File: config.mk
export PLATFORM = sky130hd
export DESIGN_NAME = fixed_sorted_list_insert_search
export DESIGN_NICKNAME = d
export VERILOG_FILES = /design/src/hw/rtl/fsli_pkg.sv /design/src/hw/rtl/fsli_cell.sv /design/src/hw/rtl/fsli_seq.sv /design/src/hw/rtl/fixed_sorted_list_insert_search.sv
export SDC_FILE = /design/constraint.sdc
export NUM_CORES = 1
export LEC_CHECK = 0
export ABC_AREA = 1
export ABC_CLOCK_PERIOD_IN_PS = 7000
export BUFFER_PORTS_ARGS = -buffer_cell sky130_fd_sc_hd__buf_2
export CAP_MARGIN = 0
export CORE_AREA = 8 8 222 224
export CTS_CLUSTER_DIAMETER = 50
export DETAILED_ROUTE_END_ITERATION = 8
export DIE_AREA = 0 0 230 232
export GPL_ROUTABILITY_DRIVEN = 0
export PLACE_DENSITY = 0.78
export SYNTH_ARGS = -nofsm -noshare
export SYNTH_HDL_FRONTEND = slang
export SYNTH_SLANG_ARGS = --single-unit
export TNS_END_PERCENT = 20
File: constraint.sdc
create_clock -name clk -period 7 [get_ports clk]
set_input_delay 1.4 -clock clk [delete_from_list [all_inputs] [get_ports clk]]
set_output_delay 1.4 -clock clk [all_outputs]
set_load 0.005 [all_outputs]
File: src/hw/rtl/fsli_pkg.sv
// Package for the fixed sorted list with insert and binary search.
// Holds the data widths, command codes, sequencer states and cell control struct.
// No dependencies.
`default_nettype none

package fsli_pkg;

    localparam int DATA_W    = 32;
    localparam int POS_W     = 4;
    localparam int INIT_STEP = 5;

    localparam logic CMD_INSERT = 1'b0;
    localparam logic CMD_SEARCH = 1'b1;

    typedef enum logic [1:0] {
        ST_IDLE,
        ST_INSERT,
        ST_PROBE
    } seq_state_t;

    typedef struct packed {
        logic capture;  // latch comparison flags against the incoming value
        logic apply;    // perform the insert shift using the latched flags
    } cell_ctrl_t;

endpackage

`default_nettype wire

File: src/hw/rtl/fsli_cell.sv
// One slot of the sorted list: holds an entry and its comparison flags.
// Depends on fsli_pkg for widths and the cell control struct.
// Hands its entry and the running insert-hit flag to the next cell.
`default_nettype none

module fsli_cell
    import fsli_pkg::*;
#(
    parameter logic signed [DATA_W-1:0] INIT = '0,
    parameter bit                       LAST = 1'b0
)
(
    input  wire logic                     clk,
    input  wire logic                     rst_n,
    input  wire cell_ctrl_t               ctrl,
    input  wire logic signed [DATA_W-1:0] key,
    input  wire logic signed [DATA_W-1:0] wdata,
    input  wire logic signed [DATA_W-1:0] prev_entry,
    input  wire logic                     hit_in,
    output logic signed [DATA_W-1:0]      entry,
    output logic                          hit_out,
    output logic                          lt,
    output logic                          eq
);

    logic signed [DATA_W-1:0] entry_reg;
    logic signed [DATA_W-1:0] entry_next;
    logic                     lt_reg;
    logic                     eq_reg;

    // On an insert, a cell to the right of the insertion point takes its
    // neighbor's entry, the insertion point takes the new value, and the last
    // cell takes the new value when no cell was at least the value.
    always_comb
    begin
        entry_next = entry_reg;
        if (ctrl.apply)
        begin
            if (hit_in)
                entry_next = prev_entry;
            else if (LAST || !lt_reg)
                entry_next = wdata;
        end
    end

    always_ff @(posedge clk or negedge rst_n)
    begin
        if (!rst_n)
        begin
            entry_reg <= INIT;
            lt_reg    <= 1'b0;
            eq_reg    <= 1'b0;
        end
        else
        begin
            if (ctrl.capture)
            begin
                lt_reg <= (entry_reg < key);
                eq_reg <= (entry_reg == key);
            end
            entry_reg <= entry_next;
        end
    end

    assign entry   = entry_reg;
    assign hit_out = hit_in | ~lt_reg;
    assign lt      = lt_reg;
    assign eq      = eq_reg;

endmodule

`default_nettype wire

File: src/hw/rtl/fsli_seq.sv
// Command sequencer: accepts commands, drives the cells and runs the binary
// search over the comparison flags latched by the cells.
// Depends on fsli_pkg for states, command codes and the cell control struct.
`default_nettype none

module fsli_seq
    import fsli_pkg::*;
#(
    parameter int SLOTS = 10
)
(
    input  wire logic             clk,
    input  wire logic             rst_n,
    input  wire logic             start,
    input  wire logic             command,
    input  wire logic [SLOTS-1:0] lt_vec,
    input  wire logic [SLOTS-1:0] eq_vec,
    output logic                  busy,
    output cell_ctrl_t            ctrl,
    output logic                  done,
    output logic                  found,
    output logic [POS_W-1:0]      position
);

    localparam int IDX_W = $clog2(SLOTS);
    localparam int CNT_W = $clog2(SLOTS + 1);

    seq_state_t         state_reg;
    seq_state_t         state_next;
    logic [CNT_W-1:0]   lo_reg;
    logic [CNT_W-1:0]   lo_next;
    logic [CNT_W-1:0]   hp1_reg;    // upper bound plus one
    logic [CNT_W-1:0]   hp1_next;
    logic               done_reg;
    logic               done_next;
    logic               found_reg;
    logic               found_next;
    logic [POS_W-1:0]   pos_reg;
    logic [POS_W-1:0]   pos_next;

    logic               accept;
    logic               in_range;
    logic [CNT_W:0]     sum;
    logic [CNT_W-1:0]   mid_full;
    logic [IDX_W-1:0]   mid_idx;
    logic               probe_eq;
    logic               probe_lt;
    logic [POS_W+IDX_W-1:0] pos_ext;

    assign accept   = start && (state_reg == ST_IDLE);
    assign in_range = (lo_reg < hp1_reg);
    assign sum      = {1'b0, lo_reg} + {1'b0, hp1_reg} - {{CNT_W{1'b0}}, 1'b1};
    assign mid_full = sum[CNT_W:1];
    assign mid_idx  = mid_full[IDX_W-1:0];
    assign probe_eq = in_range && eq_vec[mid_idx];
    assign probe_lt = in_range && lt_vec[mid_idx];
    assign pos_ext  = {{POS_W{1'b0}}, mid_idx};

    // Next state.
    always_comb
    begin
        state_next = state_reg;
        unique case (state_reg)
            ST_IDLE:
            begin
                if (accept)
                    state_next = (command == CMD_SEARCH) ? ST_PROBE : ST_INSERT;
            end
            ST_INSERT:
            begin
                state_next = ST_IDLE;
            end
            ST_PROBE:
            begin
                if (!in_range || probe_eq)
                    state_next = ST_IDLE;
            end
            default:
            begin
                state_next = ST_IDLE;
            end
        endcase
    end

    // Outputs toward the cells and the command port.
    always_comb
    begin
        busy         = (state_reg != ST_IDLE);
        ctrl.capture = accept;
        ctrl.apply   = (state_reg == ST_INSERT);
    end

    // Search bounds and result registers.
    always_comb
    begin
        lo_next    = lo_reg;
        hp1_next   = hp1_reg;
        done_next  = 1'b0;
        found_next = 1'b0;
        pos_next   = '0;
        if (accept)
        begin
            lo_next  = '0;
            hp1_next = CNT_W'(SLOTS);
        end
        else if (state_reg == ST_PROBE)
        begin
            if (!in_range)
            begin
                done_next = 1'b1;
            end
            else if (probe_eq)
            begin
                done_next  = 1'b1;
                found_next = 1'b1;
                pos_next   = pos_ext[POS_W-1:0];
            end
            else if (probe_lt)
            begin
                lo_next = mid_full + {{(CNT_W-1){1'b0}}, 1'b1};
            end
            else
            begin
                hp1_next = mid_full;
            end
        end
    end

    always_ff @(posedge clk or negedge rst_n)
    begin
        if (!rst_n)
        begin
            state_reg <= ST_IDLE;
            lo_reg    <= '0;
            hp1_reg   <= '0;
            done_reg  <= 1'b0;
            found_reg <= 1'b0;
            pos_reg   <= '0;
        end
        else
        begin
            state_reg <= state_next;
            lo_reg    <= lo_next;
            hp1_reg   <= hp1_next;
            done_reg  <= done_next;
            found_reg <= found_next;
            pos_reg   <= pos_next;
        end
    end

    assign done     = done_reg;
    assign found    = found_reg;
    assign position = pos_reg;

    a_done_after_probe: assert property (@(posedge clk) disable iff (!rst_n)
        done_reg |-> $past(state_reg == ST_PROBE))
        else $error("result strobe without a preceding search probe");

    a_found_needs_done: assert property (@(posedge clk) disable iff (!rst_n)
        found_reg |-> done_reg)
        else $error("found raised outside a result cycle");

    a_bounds_ordered: assert property (@(posedge clk) disable iff (!rst_n)
        (state_reg == ST_PROBE) |-> (lo_reg <= hp1_reg))
        else $error("search bounds crossed by more than one");

    a_apply_single: assert property (@(posedge clk) disable iff (!rst_n)
        ctrl.apply |=> !ctrl.apply && !done_reg)
        else $error("insert shift lasted more than one cycle");

endmodule

`default_nettype wire

File: src/hw/rtl/fixed_sorted_list_insert_search.sv
// Top level of the fixed sorted list with insert and binary search.
// Depends on fsli_pkg, fsli_cell and fsli_seq.
//
// The block keeps SLOTS signed 32-bit entries in ascending order, one entry
// per cell in a row of cells; after reset entry k holds 5*(k+1). A command is
// taken when start is high and busy is low. In that same edge every cell
// compares its entry with value and latches "less than" and "equal" flags.
// In an insert (command 0), in the cycle after the command each cell at or
// right of the first entry that is at least the value takes either the
// value or its left neighbor's entry, so the list shifts up by one and the
// old last entry drops out; a value above every entry replaces the last
// entry. An insert gives no item on the result side. A search (command 1)
// walks the binary search over the latched flags, one probe per cycle, and
// busy stays high until the probe loop in the sequencer ends. The result
// item appears for exactly one cycle with done high, in the first cycle in
// which busy is low again, with found and the low four bits of the first
// probed index that matched (position is 0 on a miss). The receiver cannot
// stall the block: a result must be taken in the cycle it is shown, and a
// new command may be given in that same cycle.
`default_nettype none

module fixed_sorted_list_insert_search
    import fsli_pkg::*;
#(
    parameter int SLOTS = 10
)
(
    input  wire logic                     clk,
    input  wire logic                     rst_n,
    input  wire logic                     start,
    output logic                          busy,
    input  wire logic                     command,
    input  wire logic signed [DATA_W-1:0] value,
    output logic                          done,
    output logic                          found,
    output logic [POS_W-1:0]              position
);

    cell_ctrl_t               ctrl;
    logic signed [DATA_W-1:0] val_reg;
    logic [SLOTS-1:0]         lt_vec;
    logic [SLOTS-1:0]         eq_vec;

    // Neighbor links: entry k and hit flag k feed cell k+1.
    logic signed [DATA_W-1:0] ent_chain [SLOTS+1];
    logic                     hit_chain [SLOTS+1];

    assign ent_chain[0] = '0;
    assign hit_chain[0] = 1'b0;

    // The value is held for the insert shift, done in the following cycle.
    always_ff @(posedge clk)
    begin
        if (ctrl.capture)
            val_reg <= value;
    end

    for (genvar k = 0; k < SLOTS; k++)
    begin : g_cell
        fsli_cell #(
            .INIT (DATA_W'(INIT_STEP * (k + 1))),
            .LAST (k == SLOTS - 1)
        ) u_cell (
            .clk        (clk),
            .rst_n      (rst_n),
            .ctrl       (ctrl),
            .key        (value),
            .wdata      (val_reg),
            .prev_entry (ent_chain[k]),
            .hit_in     (hit_chain[k]),
            .entry      (ent_chain[k+1]),
            .hit_out    (hit_chain[k+1]),
            .lt         (lt_vec[k]),
            .eq         (eq_vec[k])
        );
    end

    fsli_seq #(
        .SLOTS (SLOTS)
    ) u_seq (
        .clk      (clk),
        .rst_n    (rst_n),
        .start    (start),
        .command  (command),
        .lt_vec   (lt_vec),
        .eq_vec   (eq_vec),
        .busy     (busy),
        .ctrl     (ctrl),
        .done     (done),
        .found    (found),
        .position (position)
    );

endmodule

`default_nettype wire

---- After elaboration in Yosys (flattened, before gate mapping) ----
Index checks and enable logic that the tools add are counted.
storage, ports and cells
  register bits ........................... 388
  logic and storage cells ................. 161
  output and inout bits ................... 7
operators by class
  mux-type cells .......................... 46
  eq/ne operators ......................... 24
  order comparisons ....................... 12
  reduce and logical (&&, ||, !) cells .... 22
  add/sub/neg operators ................... 3
  bitwise operators ....................... 17
operators with widths
  cell                                                                           number
  32-bit 2-to-1 mux                                                              17
  32-bit == test                                                                 10
  32-bit less-than comparator                                                    10
  4-bit 2-to-1 mux                                                               14
  2-bit by 1-bit inequality test with 1-bit output (second input constant)       11
  2-bit AND reduction                                                            10
  1-bit 2-to-1 mux                                                               9
  1-bit inverter                                                                 9
  1-bit binary-select mux with 4-bit select                                      2
  1-bit OR                                                                       8
  4-bit AND reduction                                                            2
  2-bit nonzero test                                                             4
  2-bit 2-to-1 mux                                                               3
  4-bit by 4-bit adder with 5-bit output                                         1
  4-bit by 5-bit less-than comparator with 1-bit output (second input constant)  1
  5-bit by 1-bit subtractor with 5-bit output (second input constant)            1
  4-bit by 1-bit adder with 4-bit output (second input constant)                 1
  4-bit less-than comparator                                                     1
  2-bit one-hot mux with 2 select lines                                          1
  1-bit logical AND                                                              3
  2-bit by 1-bit == test with 1-bit output (second input constant)               1
  2-bit == test (second input constant)                                          1
  2-bit logical NOT                                                              1
  2-bit inequality test (second input constant)                                  1
  2 further kinds                                                                2

---- Logic depth before layout (Yosys ltp) ----
  depth after elaboration ................. 10
  mapped depth ............................ 18

---- By module ----
From an unflattened synthesis, not the netlist that was laid out.
second synthesis, totals
  cells, all modules ...................... 3,496
  area, all modules ....................... 28,858.9 um^2
by module, submodules not included
  module                            sequential area each (um^2)  cells an instance  area an instance (um^2)  instances
  fsli_cell (g_cell[2].u_cell ...)  855.8                        329                2,730.1                  3
  fsli_cell (g_cell[0].u_cell ...)  853.3                        329                2,727.6                  3
  fsli_cell (g_cell[4].u_cell ...)  854.6                        329                2,728.9                  2
  fsli_cell (g_cell[3].u_cell)      853.3                        327                2,431.1                  1
  fsli_cell (g_cell[9].u_cell)      854.6                        327                2,401.1                  1
  fsli_seq                          400.4                        177                1,231.2                  1
  fixed_sorted_list_insert_search   960.9                        33                 964.7                    1

---- Least setup slack after synthesis ----
No wires, ideal clock.
  kind .................................... input port to flip-flop
  from .................................... input start
  to ...................................... register val_reg[0] (enable)
  required time ........................... 6.591 ns
  data arrival time ....................... 2.770 ns
  setup slack ............................. 3.821 ns
  cell stages on the path ................. 3
  path buffers ............................ 1
  cell sequence ........................... nand2_1 -> inv_1 -> clkbuf_1
between the ends
  word-level cells in the longest chain between the ends .. 1
RTL lines
  what                    RTL line                               RTL
  start: declaration      fixed_sorted_list_insert_search.sv:30  input wire logic start,
  1-bit logical AND       fsli_seq.sv:50                         assign accept = start && (state_reg == ST_IDLE);
  via u_seq.accept        fsli_seq.sv:41                         logic accept;
  end signal: assignment  fixed_sorted_list_insert_search.sv:55  val_reg <= value;
  end: declaration        fixed_sorted_list_insert_search.sv:40  logic signed [DATA_W-1:0] val_reg;
The timed path passes the listed nets, and every way through them passes these cells.
A chain may end at the register's enable or synchronous reset.

---- Worst setup path after layout ----
  from .................................... register g_cell[1].u_cell.lt_reg
  to ...................................... register g_cell[8].u_cell.entry_reg[24]
between the ends
  word-level cells in the longest chain between the ends .. 10
  elaborated cells between the ends (all ways) .. 11
  those cells by class .................... eq/ne: 1; mux: 1; bitwise: 8; reduce/logical: 1
RTL lines
  what                                                        RTL line         RTL
  start: declaration                                          fsli_cell.sv:28  logic lt_reg;
  start signal: assignment                                    fsli_cell.sv:58  lt_reg <= (entry_reg < key);
  1-bit inverter (*)                                          fsli_cell.sv:66  assign hit_out = hit_in | ~lt_reg;
  1-bit OR (*) (7 in series)                                  fsli_cell.sv:66
  2-bit by 1-bit inequality test with 1-bit output (no line)  -
  2-bit AND reduction (no line)                               -
  end signal: assignment                                      fsli_cell.sv:61  entry_reg <= entry_next;
  end: declaration                                            fsli_cell.sv:26  logic signed [DATA_W-1:0] entry_reg;
Every way passes the cells marked *; elsewhere a longest branch is shown, timed or not.

==> summary.txt <==
Run status
  – Run status: finished, final reports clean

Finish
  – Util after Layout: 58.9%
  – Antenna cells: 0
  – Fill cells: 4015
  – Largest register FFs: 320
  – Layout Area Growth over Synthesis: 9.02%
  – Nets: 3515
  – Share of cells above drive strength 1: 5.99%

Setup path
  – Critical path class: reg -> reg
  – Origin of the critical flop-to-flop path: g_cell[1].u_cell.lt$_DFFE_PN0P_
  – Worst path cell trace: nand2_1 -> nor2_4 -> nand2_4 -> nor2_8 -> nand3_2 -> nor2_4 -> nand2_2 -> inv_2 -> nor2_4 -> buf_4 -> inv_2 -> nand2_1 -> nand2_1
  – Crit path max-delay family: simple AND/OR/NAND/NOR gates
  – CP max stage delay: 0.63 ns
  – Worst Path Max Fanout: 65
  – R2R cell count: 13
  – R2R setup slack: 3.50 ns
  – Setup crit start kind: flop
  – RR Endpoint: g_cell[8].u_cell.entry[24]$_DFFE_PN0P_
  – WP buf/inv: 3
  – Worst EP required: 7.48 ns
  – Critical Path AT: 3.98 ns
  – Critical path endpoint category: flop
  – Crit-path slowest cell: nand2_2

Power and ir drop
  – Pwr dens: 439 nW/um^2
  – Leakage: 13.1 nW
  – Peak supply drop: 0.000369 V
  – Clock group share of total power: 21.3%
  – P_int: 6.70 mW
  – Sequential power share: 35.2%
  – Switching share of power: 43.5%
  – Design Power: 11.9 mW
  – Comb pwr share: 43.4%
  – Net switching power: 5.16 mW

Detailed routing
  – Starting DRT DRC Count: 2373
  – Via density: 5.99
  – Drt total wl: 74.8 mm
  – DRT antenna net count: 0
  – # DRC: 0
  – Via count: 22700
  – WL per Instance: 19.7 um
  – First-pass iteration count of the detailed router: 6

Timing
  – Period utilization: 50.0%
  – Period minus WS final: 3.50 ns
  – Final setup viols: 0
  – Hold Slack: 0.488 ns
  – Setup_tns: 0 ns
  – Worst Max-Slew Pin Slew: 1.23 ns
  – Clock Skew: 0.0150 ns
  – Unrepaired setup endpoints after global routing: no
  – Pins Over Slew Limit: 0
  – Peak Freq: 286 MHz
  – Rel. slew slack: 18.0%
  – Final Hold Vio Count: 0

Die
  – Die width: 230 um
  – Die height: 232 um
  – Die footprint: 53400 um^2
  – # IOs: 43
  – Row count: 79
  – Area of the core: 45900 um^2
  – Initial Util: 54.0%

GRT
  – Initial antenna violation count: 1
  – Gr usage total: 27.8%
  – Met2 Use GR: 45.4%
  – First-pass GRT wire length: 119 mm
  – Largest net degree at the start of global routing: 164
  – Grt ovf: 0
  – Number of global-route vias before repair: 22600
  – GR Util met3: 5.62%
  – Top Usage Layer GRT: met2
  – Met1 global-route usage: 35.0%

Clocking
  – Post_cts resized: 0
  – Reg clk slew, reported paths: 0.06 ns
  – Post-CTS Setup Bufs: 0
  – H-tree Lvls: 2
  – CTS Root Cell: clkbuf_16
  – Clock sink count: 388
  – CTS Buffer Depth: 3
  – Clock latency on the worst-skew pair: 0.59 ns
  – Cts bufs inserted: 49
  – Cts-stage hold buffer count: 0
  – CTS tree: done

Yosys
  – Synth top area share: 33.0%
  – Ys async rst share: 91.8%
  – Main flop type after synthesis: dfrtp_1
  – Post-synthesis sequential area ratio: 40.0%
  – Post-synth EDFFs: 32
  – Syn Nets: 3535
  – Cells after Synth: 3168
  – Post-synthesis register bit count: 388
  – Mapped Area: 24800 um^2
  – Synth area leader: dfrtp_1
  – Top cells by area, synth: dfrtp_1 (33%), ha_1 (17%), nand2_1 (14%)
  – Post-synthesis average cell area: 7.82 um^2
  – Total number of yosys warnings: 0
  – Synth unique cells: 36

Job
  – Number of max-cap violations: 0

Place
  – Port bufs: 42
  – Post-DP HPWL: 51.1 mm

Worst hold path
  – Hold EP: g_cell[5].u_cell.eq$_DFFE_PN0P_
  – Critical hold path startpoint: g_cell[5].u_cell.eq$_DFFE_PN0P_
  – Hold path cells: 2
  – Min-Delay Path Class: reg -> reg
[power by group through the flow]
stage                     Combinational [mW]  Clock [mW]  Sequential (mW)
after floorplan                         3.75           0             3.86
after global placement                  4.74           0             4.12
after detailed placement                5.02           0             4.17
after CTS                               5.07        2.55             4.15
after global routing                    5.90        2.65             4.28
final                                   5.15        2.53             4.18
[worst max-delay path by stage]
stage | start | end | slack (ns) | cells after the start
after floorplan | start | val_reg[0]$_DFFE_PP_ | 3.82 | 3
after global placement | value[31] | g_cell[9].u_cell.lt$_DFFE_PN0P_ | 3.41 | 13
after detailed placement | value[31] | g_cell[9].u_cell.lt$_DFFE_PN0P_ | 3.32 | 13
after CTS | g_cell[0].u_cell.lt$_DFFE_PN0P_ | g_cell[8].u_cell.entry[24]$_DFFE_PN0P_ | 3.60 | 13
after global routing | g_cell[1].u_cell.lt$_DFFE_PN0P_ | g_cell[8].u_cell.entry[24]$_DFFE_PN0P_ | 3.36 | 13
final | g_cell[1].u_cell.lt$_DFFE_PN0P_ | g_cell[8].u_cell.entry[24]$_DFFE_PN0P_ | 3.50 | 13
[cell usage in the layout (no fill, tap or decap), drive strengths merged, types with 3 or more instances in the layout]
cell      count
edfxtp       32
dfrtp       327
and2          7
nand4        28
dfstp        29
nand3       112
clkinvlp      3
or2           3
nor2        241
ha          330
clkinv       10
a21o          8
a32o          3
a21oi       201
nand2       923
clkbuf       68
inv         264
o21ai       383
buf          60
o211ai       36
bufinv        3
o21bai        3
nor3         17
a31oi        70
o21a         19
[layer usage]
metal / up-vias / share of wire, %
met4: 2 / 5.0
li1: 10600 / -
met1: 10800 / 40
met2: 1076 / 46
met5: - / 0.013
met3: 252 / 9.6
[cell families after synthesis]
logic type	synth area share, %
simple gates	21.4
compound gates	15.7
buf+inv	6.08
flops	40.0
fa+ha+maj	16.7
xor+xnor	0.0707
[worst min-delay path, stage by stage, from the launching register on]
cell and delay, ns:
dfrtp_1 0.34, nand2_1 0.06, nand2_1 0.06
[metrics by stage]
stage,setup WS (ns),instance area (um^2),instances
2_1_floorplan,3.82,24800,3168
3_3_place_gp,3.41,25400,3704
3_5_place_dp,3.32,25400,3704
4_1_cts,3.60,27000,3793
5_1_grt,3.36,27000,3793
6_report,3.50,27000,3793
[synthesized netlist by cell type (2+ instances only)]
| cell type | number |
|---|---|
| nand3_1 | 111 |
| dfstp_2 | 29 |
| a32o_1 | 3 |
| a21oi_1 | 201 |
| a21o_1 | 8 |
| o21ai_1 | 23 |
| o21a_1 | 19 |
| nand4_1 | 28 |
| buf_1 | 9 |
| buf_2 | 11 |
| clkbuf_1 | 107 |
| nor2_4 | 2 |
| and2_1 | 7 |
| a21boi_0 | 2 |
| edfxtp_1 | 32 |
| inv_1 | 255 |
| nor3_1 | 17 |
| a31oi_1 | 70 |
| o21bai_1 | 3 |
| ha_1 | 330 |
| xnor2_1 | 2 |
| buf_6 | 4 |
| nand2_1 | 921 |
| o21ai_0 | 360 |
| inv_2 | 4 |
| or2_2 | 3 |
| dfrtp_1 | 327 |
| o211ai_1 | 36 |
| nor2_1 | 237 |
[area by class of cell]
class | instances | area [um^2] | area share (%)
clock inverter | 21 | 223 | 0.824
inverter | 259 | 972 | 3.60
timing repair buffer | 60 | 368 | 1.36
clock buffer | 68 | 1380 | 5.10
multi-input combinational | 2390 | 13400 | 49.6
tap | 607 | 759 | 2.81
sequential | 388 | 9910 | 36.7
No activity file was read; power rests on OpenSTA's default activity.
